==> config.mk <==
export PLATFORM = sky130hd
export DESIGN_NAME = safe_stop_release_supervisor_top
export DESIGN_NICKNAME = d
export VERILOG_FILES = /design/src/rtl/ssrs_pkg.sv /design/src/rtl/safe_stop_release_supervisor_top.sv /design/src/rtl/ssrs_state.sv /design/src/rtl/ssrs_mod_step.sv /design/src/rtl/ssrs_decide.sv
export SDC_FILE = /design/constraint.sdc
export NUM_CORES = 2
export LEC_CHECK = 0
export ABC_AREA = 1
export BUFFER_PORTS_ARGS = -buffer_cell sky130_fd_sc_hd__buf_2
export CORE_MARGIN = 2
export CORE_UTILIZATION = 45
export CTS_CLUSTER_DIAMETER = 50
export DETAILED_ROUTE_END_ITERATION = 12
export HOLD_SLACK_MARGIN = 0.15
export PLACE_DENSITY_LB_ADDON = 0.12
export SLEW_MARGIN = 20
export SYNTH_ARGS = -nofsm -noshare
export SYNTH_HDL_FRONTEND = slang
export SYNTH_SLANG_ARGS = --single-unit
export TNS_END_PERCENT = 30
==> constraint.sdc <==
create_clock -name clk -period 108.1 [get_ports clk]
set_input_delay 16.215 -clock clk [delete_from_list [all_inputs] [get_ports clk]]
set_output_delay 16.215 -clock clk [all_outputs]
set_load 0.005 [all_outputs]
==> src/rtl/ssrs_pkg.sv <==
// ============================================================================
// Safe-stop release supervisor package
// Shared types, field layouts and codes for the supervisor modules.
// ============================================================================
package ssrs_pkg;

    // Fixed field widths of the streaming payloads
    localparam int POS_W      = 20;
    localparam int SPEED_W    = 17;
    localparam int STOP_W     = 16;
    localparam int CONFIRM_W  = 8;
    localparam int SEQ_W      = 32;
    localparam int STREAK_O_W = 16;
    localparam int REM_W      = POS_W + 1;
    localparam int IN_DATA_W  = 120;
    localparam int OUT_DATA_W = 48;
    localparam int CFG_IDX_W  = 8;

    // Item kinds carried on s_tuser
    localparam logic [1:0] KIND_EVAL     = 2'd0;
    localparam logic [1:0] KIND_ACTIVATE = 2'd1;
    localparam logic [1:0] KIND_RESET    = 2'd2;

    // Release causes
    localparam logic [1:0] CAUSE_NONE          = 2'd0;
    localparam logic [1:0] CAUSE_PASSED        = 2'd1;
    localparam logic [1:0] CAUSE_AVOIDANCE     = 2'd2;
    localparam logic [1:0] CAUSE_STOPPED_CLEAR = 2'd3;

    // Configuration register indexes
    localparam logic [CFG_IDX_W-1:0] REG_TRACK_LEN    = 8'd0;
    localparam logic [CFG_IDX_W-1:0] REG_PASS_MARGIN  = 8'd1;
    localparam logic [CFG_IDX_W-1:0] REG_STOPPED_SPD  = 8'd2;
    localparam logic [CFG_IDX_W-1:0] REG_CONFIRM      = 8'd3;

    // Input payload, last field in the lowest bits
    typedef struct packed {
        logic [6:0]              pad;
        logic [POS_W-1:0]        danger_end_mm;
        logic [POS_W-1:0]        activation_position_mm;
        logic [SEQ_W-1:0]        frame_sequence;
        logic                    corridor_clear;
        logic                    obstacles_empty;
        logic                    can_select_avoidance;
        logic                    avoidance_valid;
        logic signed [SPEED_W-1:0] ego_speed_mm_s;
        logic [POS_W-1:0]        ego_position_mm;
    } in_data_t;

    // Result payload, last field in the lowest bits
    typedef struct packed {
        logic [5:0]              pad;
        logic [STREAK_O_W-1:0]   clear_streak_out;
        logic [STREAK_O_W-1:0]   avoid_streak_out;
        logic                    handoff_allowed;
        logic [1:0]              release_cause;
        logic                    release_ok;
        logic                    cond_c;
        logic                    cond_b;
        logic                    cond_a;
        logic                    vehicle_stopped;
        logic                    obstacle_passed;
        logic                    is_active;
    } out_data_t;

    // Configuration register set
    typedef struct packed {
        logic [POS_W-1:0]     track_len;
        logic [POS_W-1:0]     pass_margin;
        logic [STOP_W-1:0]    stop_speed;
        logic [CONFIRM_W-1:0] confirm;
    } cfg_t;

    // Per-item context travelling down the remainder pipeline
    typedef struct packed {
        logic                  active;
        logic                  stopped;
        logic                  cond_b;
        logic                  cond_c;
        logic                  neg;
        logic [REM_W-1:0]      rem;
        logic [POS_W-1:0]      dividend;
        logic [REM_W-1:0]      pass_need;
        logic [STREAK_O_W-1:0] avoid_out;
        logic [STREAK_O_W-1:0] clear_out;
    } pipe_t;

endpackage

==> src/rtl/safe_stop_release_supervisor_top.sv <==
// ============================================================================
// Safe-stop release supervisor
// Latched safe stop with release by obstacle passed, avoidance or stopped clear.
// ============================================================================
// Items arrive on the s_ stream: s_tuser carries the kind (evaluate, activate,
// reset), s_tdata the position, speed, planner flags and frame number. Each
// evaluate transfer yields exactly one result transfer on the m_ stream;
// activate and reset transfers only change the latched state and yield none.
// Registers are written over the cfg_ channel, which is always ready; write
// them only while no item is in flight.
// Throughput is one item per clock while results are taken. A result passes the
// input register, the state stage, one restoring step per position bit for the
// modulo-lap reduction, the wrap fix-up and the result register.
// The whole pipeline advances together; when m_tready is low with a result
// waiting, every stage holds and s_tready drops until the result is taken.
// Reset clears the latch, both streaks, the pipeline valids and the registers
// (confirm count resets to one).
// ============================================================================
module safe_stop_release_supervisor_top #(
    parameter int POS_BITS    = 20,
    parameter int STREAK_BITS = 16
) (
    input  logic                                clk,
    input  logic                                rst_n,
    // kind [1:0]
    input  logic [1:0]                          s_tuser,
    // ego_position_mm [19:0], ego_speed_mm_s [36:20], avoidance_valid [37],
    // can_select_avoidance [38], obstacles_empty [39], corridor_clear [40],
    // frame_sequence [72:41], activation_position_mm [92:73],
    // danger_end_mm [112:93], zero fill [119:113]
    input  logic [ssrs_pkg::IN_DATA_W-1:0]      s_tdata,
    input  logic                                s_tvalid,
    output logic                                s_tready,
    // is_active [0], obstacle_passed [1], vehicle_stopped [2], cond_a [3],
    // cond_b [4], cond_c [5], release_ok [6], release_cause [8:7],
    // handoff_allowed [9], avoid_streak_out [25:10], clear_streak_out [41:26],
    // zero fill [47:42]
    output logic [ssrs_pkg::OUT_DATA_W-1:0]     m_tdata,
    output logic                                m_tvalid,
    input  logic                                m_tready,
    input  logic                                cfg_valid,
    output logic                                cfg_ready,
    input  logic [ssrs_pkg::CFG_IDX_W-1:0]      cfg_index,
    input  logic [ssrs_pkg::POS_W-1:0]          cfg_data
);
    import ssrs_pkg::*;

    localparam int PW = (POS_BITS < POS_W) ? POS_BITS : POS_W;

    logic       advance;
    logic       in_valid_reg;
    logic [1:0] in_kind_reg;
    in_data_t   in_data_reg;
    cfg_t       cfg_reg;
    logic       res_valid;
    out_data_t  res_data;

    logic [PW:0] stg_valid;
    pipe_t       stg_pipe [PW+1];

    // Pipeline moves whenever the result register is free or being drained
    assign advance   = !res_valid || m_tready;
    assign s_tready  = advance;
    assign cfg_ready = 1'b1;

    // Configuration registers
    always_ff @(posedge clk or negedge rst_n)
    begin
        if (!rst_n)
        begin
            cfg_reg.track_len   <= '0;
            cfg_reg.pass_margin <= '0;
            cfg_reg.stop_speed  <= '0;
            cfg_reg.confirm     <= CONFIRM_W'(1);
        end
        else if (cfg_valid)
        begin
            case (cfg_index)
                REG_TRACK_LEN:   cfg_reg.track_len   <= cfg_data;
                REG_PASS_MARGIN: cfg_reg.pass_margin <= cfg_data;
                REG_STOPPED_SPD: cfg_reg.stop_speed  <= cfg_data[STOP_W-1:0];
                REG_CONFIRM:     cfg_reg.confirm     <= cfg_data[CONFIRM_W-1:0];
                default:
                begin
                end
            endcase
        end
    end

    // Input register
    always_ff @(posedge clk or negedge rst_n)
    begin
        if (!rst_n)
            in_valid_reg <= 1'b0;
        else if (advance)
            in_valid_reg <= s_tvalid;
    end

    always_ff @(posedge clk)
    begin
        if (advance)
        begin
            in_kind_reg <= s_tuser;
            in_data_reg <= s_tdata;
        end
    end

    // Latch and streak state
    ssrs_state #(
        .PW          (PW),
        .STREAK_BITS (STREAK_BITS)
    ) u_state (
        .clk       (clk),
        .rst_n     (rst_n),
        .advance   (advance),
        .in_valid  (in_valid_reg),
        .in_kind   (in_kind_reg),
        .in_data   (in_data_reg),
        .cfg       (cfg_reg),
        .out_valid (stg_valid[0]),
        .out_pipe  (stg_pipe[0])
    );

    // Modulo-lap reduction, one dividend bit per stage
    for (genvar i = 0; i < PW; i++)
    begin : g_mod
        ssrs_mod_step #(
            .PW   (PW),
            .STEP (i)
        ) u_step (
            .clk       (clk),
            .rst_n     (rst_n),
            .advance   (advance),
            .track_len (cfg_reg.track_len),
            .in_valid  (stg_valid[i]),
            .in_pipe   (stg_pipe[i]),
            .out_valid (stg_valid[i+1]),
            .out_pipe  (stg_pipe[i+1])
        );
    end

    // Wrap fix-up, release decision and result register
    ssrs_decide u_decide (
        .clk       (clk),
        .rst_n     (rst_n),
        .advance   (advance),
        .track_len (cfg_reg.track_len),
        .in_valid  (stg_valid[PW]),
        .in_pipe   (stg_pipe[PW]),
        .out_valid (res_valid),
        .out_data  (res_data)
    );

    assign m_tvalid = res_valid;
    assign m_tdata  = res_data;

endmodule

==> src/rtl/ssrs_state.sv <==
// ============================================================================
// Supervisor state stage
// Applies one item to the latch and streak state and starts the distance work.
// ============================================================================
module ssrs_state #(
    parameter int PW          = 20,
    parameter int STREAK_BITS = 16
) (
    input  logic             clk,
    input  logic             rst_n,
    input  logic             advance,
    input  logic             in_valid,
    input  logic [1:0]       in_kind,
    input  ssrs_pkg::in_data_t in_data,
    input  ssrs_pkg::cfg_t   cfg,
    output logic             out_valid,
    output ssrs_pkg::pipe_t  out_pipe
);
    import ssrs_pkg::*;

    localparam int SW = STREAK_BITS;
    localparam int CW = (SW > CONFIRM_W) ? SW : CONFIRM_W;
    localparam logic [SW-1:0] STREAK_MAX = {SW{1'b1}};

    logic              latched_reg, latched_next;
    logic [PW-1:0]     start_reg, start_next;
    logic [PW-1:0]     danger_reg, danger_next;
    logic [SW-1:0]     avoid_reg, avoid_next;
    logic [SW-1:0]     clear_reg, clear_next;
    logic [SEQ_W-1:0]  last_frame_reg, last_frame_next;
    logic              valid_reg;
    pipe_t             pipe_reg, pipe_next;

    logic [PW-1:0]        pos;
    logic signed [PW:0]   diff;
    logic [PW-1:0]        dist_mag;
    logic [SPEED_W-1:0]   speed_mag;
    logic                 stopped;
    logic [CONFIRM_W-1:0] need;

    // Speed magnitude, driven distance sign and magnitude
    always_comb
    begin
        pos       = in_data.ego_position_mm[PW-1:0];
        diff      = $signed({1'b0, pos}) - $signed({1'b0, start_reg});
        dist_mag  = diff[PW] ? PW'(-diff) : diff[PW-1:0];
        speed_mag = in_data.ego_speed_mm_s[SPEED_W-1] ?
                    SPEED_W'(-in_data.ego_speed_mm_s) : SPEED_W'(in_data.ego_speed_mm_s);
        stopped   = speed_mag <= {1'b0, cfg.stop_speed};
        need      = (cfg.confirm == '0) ? CONFIRM_W'(1) : cfg.confirm;
    end

    // Next state for the item in the input register
    always_comb
    begin
        latched_next    = latched_reg;
        start_next      = start_reg;
        danger_next     = danger_reg;
        avoid_next      = avoid_reg;
        clear_next      = clear_reg;
        last_frame_next = last_frame_reg;
        case (in_kind)
            KIND_ACTIVATE:
            begin
                latched_next    = 1'b1;
                start_next      = in_data.activation_position_mm[PW-1:0];
                danger_next     = in_data.danger_end_mm[PW-1:0];
                avoid_next      = '0;
                clear_next      = '0;
                last_frame_next = '0;
            end
            KIND_RESET:
            begin
                latched_next    = 1'b0;
                start_next      = '0;
                danger_next     = '0;
                avoid_next      = '0;
                clear_next      = '0;
                last_frame_next = '0;
            end
            KIND_EVAL:
            begin
                if (latched_reg)
                begin
                    if (in_data.avoidance_valid)
                        avoid_next = (avoid_reg == STREAK_MAX) ? avoid_reg : avoid_reg + 1'b1;
                    else
                        avoid_next = '0;
                    if (stopped && !in_data.obstacles_empty && in_data.corridor_clear)
                    begin
                        if (in_data.frame_sequence != last_frame_reg)
                        begin
                            clear_next = (clear_reg == STREAK_MAX) ? clear_reg
                                                                   : clear_reg + 1'b1;
                            last_frame_next = in_data.frame_sequence;
                        end
                    end
                    else
                    begin
                        clear_next      = '0;
                        last_frame_next = '0;
                    end
                end
            end
            default:
            begin
            end
        endcase
    end

    // Context handed to the remainder pipeline
    always_comb
    begin
        pipe_next.active    = latched_reg;
        pipe_next.stopped   = stopped;
        pipe_next.cond_b    = (CW'(avoid_next) >= CW'(need)) && in_data.can_select_avoidance;
        pipe_next.cond_c    = CW'(clear_next) >= CW'(need);
        pipe_next.neg       = diff[PW];
        pipe_next.rem       = '0;
        pipe_next.dividend  = POS_W'(dist_mag);
        pipe_next.pass_need = REM_W'(danger_reg) + REM_W'(cfg.pass_margin);
        pipe_next.avoid_out = STREAK_O_W'(avoid_next);
        pipe_next.clear_out = STREAK_O_W'(clear_next);
    end

    // State registers, updated when the item leaves the input register
    always_ff @(posedge clk or negedge rst_n)
    begin
        if (!rst_n)
        begin
            latched_reg    <= 1'b0;
            start_reg      <= '0;
            danger_reg     <= '0;
            avoid_reg      <= '0;
            clear_reg      <= '0;
            last_frame_reg <= '0;
            valid_reg      <= 1'b0;
        end
        else if (advance)
        begin
            valid_reg <= in_valid && (in_kind == KIND_EVAL);
            if (in_valid)
            begin
                latched_reg    <= latched_next;
                start_reg      <= start_next;
                danger_reg     <= danger_next;
                avoid_reg      <= avoid_next;
                clear_reg      <= clear_next;
                last_frame_reg <= last_frame_next;
            end
        end
    end

    // Payload register
    always_ff @(posedge clk)
    begin
        if (advance)
            pipe_reg <= pipe_next;
    end

    assign out_valid = valid_reg;
    assign out_pipe  = pipe_reg;

endmodule

==> src/rtl/ssrs_mod_step.sv <==
// ============================================================================
// Remainder step
// One restoring step of the distance-modulo-lap reduction, registered.
// ============================================================================
module ssrs_mod_step #(
    parameter int PW   = 20,
    parameter int STEP = 0
) (
    input  logic            clk,
    input  logic            rst_n,
    input  logic            advance,
    input  logic [ssrs_pkg::POS_W-1:0] track_len,
    input  logic            in_valid,
    input  ssrs_pkg::pipe_t in_pipe,
    output logic            out_valid,
    output ssrs_pkg::pipe_t out_pipe
);
    import ssrs_pkg::*;

    localparam int BIT = PW - 1 - STEP;

    logic [REM_W-1:0] trial;
    logic             valid_reg;
    pipe_t            pipe_reg, pipe_next;

    // Shift in the next dividend bit and subtract the lap length if it fits
    always_comb
    begin
        trial     = {in_pipe.rem[REM_W-2:0], in_pipe.dividend[BIT]};
        pipe_next = in_pipe;
        if (trial >= {1'b0, track_len})
            pipe_next.rem = trial - {1'b0, track_len};
        else
            pipe_next.rem = trial;
    end

    always_ff @(posedge clk or negedge rst_n)
    begin
        if (!rst_n)
            valid_reg <= 1'b0;
        else if (advance)
            valid_reg <= in_valid;
    end

    always_ff @(posedge clk)
    begin
        if (advance)
            pipe_reg <= pipe_next;
    end

    assign out_valid = valid_reg;
    assign out_pipe  = pipe_reg;

endmodule

==> src/rtl/ssrs_decide.sv <==
// ============================================================================
// Release decision
// Folds the remainder onto the lap, tests the pass rule and forms the result.
// ============================================================================
module ssrs_decide (
    input  logic            clk,
    input  logic            rst_n,
    input  logic            advance,
    input  logic [ssrs_pkg::POS_W-1:0] track_len,
    input  logic            in_valid,
    input  ssrs_pkg::pipe_t in_pipe,
    output logic            out_valid,
    output ssrs_pkg::out_data_t out_data
);
    import ssrs_pkg::*;

    logic             fix_valid_reg;
    pipe_t            fix_reg, fix_next;
    logic             out_valid_reg;
    out_data_t        out_reg, out_next;
    logic             passed;

    // A negative difference with a nonzero remainder wraps to lap minus remainder
    always_comb
    begin
        fix_next = in_pipe;
        if (in_pipe.neg && (in_pipe.rem != '0))
            fix_next.rem = REM_W'(track_len) - in_pipe.rem;
        else
            fix_next.rem = in_pipe.rem;
    end

    // Pass rule, priority of the release conditions and result packing
    always_comb
    begin
        passed = (track_len != '0) &&
                 ({fix_reg.rem[REM_W-2:0], 1'b0} < {1'b0, track_len}) &&
                 (fix_reg.rem >= fix_reg.pass_need);
        out_next = '0;
        if (!fix_reg.active)
        begin
            out_next.handoff_allowed = 1'b1;
        end
        else
        begin
            out_next.is_active        = 1'b1;
            out_next.obstacle_passed  = passed;
            out_next.vehicle_stopped  = fix_reg.stopped;
            out_next.cond_a           = passed;
            out_next.cond_b           = fix_reg.cond_b;
            out_next.cond_c           = fix_reg.cond_c;
            out_next.avoid_streak_out = fix_reg.avoid_out;
            out_next.clear_streak_out = fix_reg.clear_out;
            if (passed)
            begin
                out_next.release_cause   = CAUSE_PASSED;
                out_next.handoff_allowed = 1'b1;
            end
            else if (fix_reg.cond_b)
            begin
                out_next.release_cause = CAUSE_AVOIDANCE;
            end
            else if (fix_reg.cond_c)
            begin
                out_next.release_cause   = CAUSE_STOPPED_CLEAR;
                out_next.handoff_allowed = 1'b1;
            end
            out_next.release_ok = out_next.release_cause != CAUSE_NONE;
        end
    end

    always_ff @(posedge clk or negedge rst_n)
    begin
        if (!rst_n)
        begin
            fix_valid_reg <= 1'b0;
            out_valid_reg <= 1'b0;
        end
        else if (advance)
        begin
            fix_valid_reg <= in_valid;
            out_valid_reg <= fix_valid_reg;
        end
    end

    always_ff @(posedge clk)
    begin
        if (advance)
        begin
            fix_reg <= fix_next;
            out_reg <= out_next;
        end
    end

    assign out_valid = out_valid_reg;
    assign out_data  = out_reg;

endmodule

==> results.txt <==
----------------------------------------------------
[Synthesis]
  Distinct cell type count of the synthesized netlist ... 67
  Sequential area share after synthesis ... 65.9%
  Number of flops mapped to enable cells by yosys ... around 2100
  Number of warnings issued by yosys ... 0
  Async set or reset register ratio after synthesis ... between 8 and 9%
  Number of synthesized register bits ... between 2000 and 2500
  Most instantiated flip-flop cell in the synthesis netlist ... edfxtp_1
  Synth Instances ... approximately 8400
  Syn Area/Cell ... 12.0 sq um
  Synthesized area ... slightly above 100000 sq um

[Placed design]
  Count of input and output buffers ... 191
  Worst Setup Slack post-DPL ... roughly 75 ns
  RePlAce Congestion ... ~0.87
  HPWL Detailed ... 159 mm

[Timing]
  Period Utilization, post-route ... between 30% and 40%
  Relative slew slack ... a little over a quarter
  Setup repair after global routing missed its margin ... false
  Final Hold Viols ... 0
  Clock period minus worst slack ... ~33 ns
  Final count of pins violating max slew ... 0
  Crit path setup slack, layout ... around 75 ns
  Total negative slack for setup checks ... 0 ns
  Finish-stage setup viols ... 0
  Transition at the pin with the smallest max-transition slack ... between 1 and 1.5 ns
  Max Freq ... 30.0 MHz
  Final setup skew ... between 0.09 and 0.1 ns

[Clocking]
  H-tree depth ... 5
  Clock-pin slew reported for the worst setup and hold paths after clock tree synthesis ... 0.06 ns
  TritonCTS clock tree ... done
  Clock Tree Buf Depth ... 4
  Setup repair bufs after CTS ... 0
  Clock Root Buffer ... clkbuf_16
  TritonCTS sink count ... 2256
  Number of cells upsized or downsized after cts ... 0
  Total of hold buffers inserted after clock tree synthesis ... 0
  Total clock buffers created by CTS ... around 290
  Clock insertion delay at the later pin of the skew report ... 0.93 ns

[Layout]
  Post-Route Utilization ... roughly 51%
  Fillers ... about 20000
  Number of flip-flops under the largest register name ... roughly 1800
  Final Net Count ... 9533
  Layout area overhead ... 13.4%
  Most frequent cells in the layout ... edfxtp_1, nand2_1, o21ai_0
  Most frequent standard cell in the layout excluding fill and tap cells ... edfxtp_1
  Ratio of cells with drive above 1 in the final layout ... a little under a tenth

[Setup path]
  Cells along the critical path ... buf_2, nor2_2, buf_4, inv_8, buf_2
  Critical Path Start Type ... primary input
  Required time of the critical path ... 91.89 ns
  Data arrival time of the critical path ... around 17 ns
  Most frequent cell on the critical path ... buf_2
  Capturing element type of the critical path ... output pin
  Stage delay of the slowest cell on the critical path ... between 0.2 and 0.3 ns
  Slowest CP cell ... buf_4
  Highest fanout seen on the critical path ... 46
  Crit Path Category ... in -> out

[Global routing]
  Global-route wire length before repair ... 353 mm
  All-Layer GR Usage ... about a fifth
  Number of antenna violations at the first check in global routing ... 19
  Number of global-route vias before repair ... 61200
  Total gr overflow ... 0
  Largest net degree at the start of global routing ... around 200

[Run]
  Count of max-cap constraint violations ... 0

[Die]
  Core area ... approximately 220000 sq um
  Die Outline Area ... approximately 230000 sq um
  Boundary pin count ... about 210
  Y dimension of the die ... 478 microns
  Initial cell density of the core ... between 40 and 50%
  Width of the chip ... roughly 480 microns
  Count of standard-cell rows ... between 150 and 200

[Drt]
  Top routing layer used ... met5
  Number of vias per cell after detailed routing ... 5.22
  Count of antenna-violating nets left after detailed routing ... 0
  Detailed-routed wire length on met2 ... between 100 and 150 mm
  DR WL met3 ... 10.9 mm
  Post-detailed-route wirelength per cell ... approximately 19 microns
  Vias after detailed routing ... 62800
  DRC viols ... 0
  DR pass1 iterations ... 6
  Routed length on met1 ... approximately 110 mm
  DRT Wirelength ... approximately 230 mm
  Violation count after the first detailed-route iteration ... 4485

[Outcome]
  Run status ... finished clean

[Power]
  Switching power ... 0.00131 W
  Total power divided by cell area ... about 33 nW/um^2
  Combinational share of power ... 31.7%
  Cell-internal power ... 0.00249 W
  Leakage Power ... ~47 nW
  Switching Fraction ... about 34%
  Share of power burned in registers ... around 45%
  Clock network fraction of total power ... 23.7%
  Peak ir drop on the vdd network ... between 0.000015 and 0.00002 V

[Hold path]
  Hold crit path type ... reg -> reg

----------------------------------------------------
path summary, 6_finish.rpt:
check	startpoint	to	slack (ns)	depth (start not counted)
min in group asynchronous	rst_n	u_state.start_reg[4]	15.33	1
min reg2reg	g_mod[14].u_step.out_pipe[33]	g_mod[15].u_step.out_pipe[33]	0.36	0
max reg2reg	u_decide.out_valid	g_mod[8].u_step.out_pipe[77]	102.14	9
min	g_mod[14].u_step.out_pipe[33]	g_mod[15].u_step.out_pipe[33]	0.36	0
max in group asynchronous	rst_n	cfg_reg[38]	91.37	2
max	m_tready	s_tready	74.74	5
cell families (layout without fill, tap and decap cells):
family                     Yosys count  after routing  share of synthesized area, %
DFF                               2256           2256                          65.9
and+or+nand+nor                   2841           2841                          12.0
buffers and inverters              833           1445                          3.26
other                                2              9                       0.00742
xor gates and xnor gates           350            350                          3.03
adders and majority gates          543            543                          6.87
AOI/OAI and AO/OA                 1598           1598                          8.87
final cells by class:
class	count	area (sq um)	area share [%]
clock inverters	157	1430	1.24
well taps	2992	3740	3.26
diodes	2	5.00	0.00436
clock buffers	342	7600	6.61
multi-input cells	5339	31200	27.2
inverters	701	2640	2.30
repair buffers	245	1460	1.27
flip-flops and latches	2256	66800	58.1
power groups by stage:
stage | clock network [W] | logic (W) | registers [W]
floorplan | 0 | 0.000895 | 0.00192
global placement | 0 | 0.00119 | 0.00171
detailed placement | 0 | 0.00119 | 0.00172
CTS | 0.000929 | 0.00120 | 0.00170
global route | 0.000962 | 0.00137 | 0.00174
finish | 0.000900 | 0.00120 | 0.00169
through the flow:
stage	instances	hold WS [ns]	instance area, sq um	total power, W
after floorplan	8428	0.400	101000	0.00281
final	12000	0.364	115000	0.00379
after CTS	12000	0.368	115000	0.00383
after detailed placement	11500	0.405	106000	0.00291
after global routing	12000	0.375	115000	0.00407
after global placement	11500	0.400	106000	0.00289
worst max-delay path: cells and delay by family:
family	cells	cell delay (ns)
buffers and inverters	4	0.81
AND/OR/NAND/NOR	1	0.09
Yosys cell counts, drive strengths merged, types with 19 or more instances:
library cell	instances	area, sq um
a21o	44	330
xor2	172	1510
buf	65	417
inv	700	2630
a221oi	19	166
o211ai	41	308
o21a	20	150
nor4	79	494
o21bai	42	315
nand3	336	1750
o21ai	777	4070
nor3	104	521
nand3b	25	188
fa	22	440
ha	521	6520
a21oi	504	2540
clkbuf	67	258
xnor2	178	1560
nand2	1718	6520
edfxtp	2063	61900
nand4	125	782
or2	29	181
a21boi	31	236
o31ai	26	195
nor2	399	1550
a31oi	59	369
dfrtp	192	4800
routing by layer:
layer	vias to the layer above	GRT usage [%]
li1	31200	-
met1	29900	28.6
met2	1372	30.5
met3	418	3.30
met4	8	6.52
met5	-	0
Note: power is estimated with default switching activity, not from simulation.
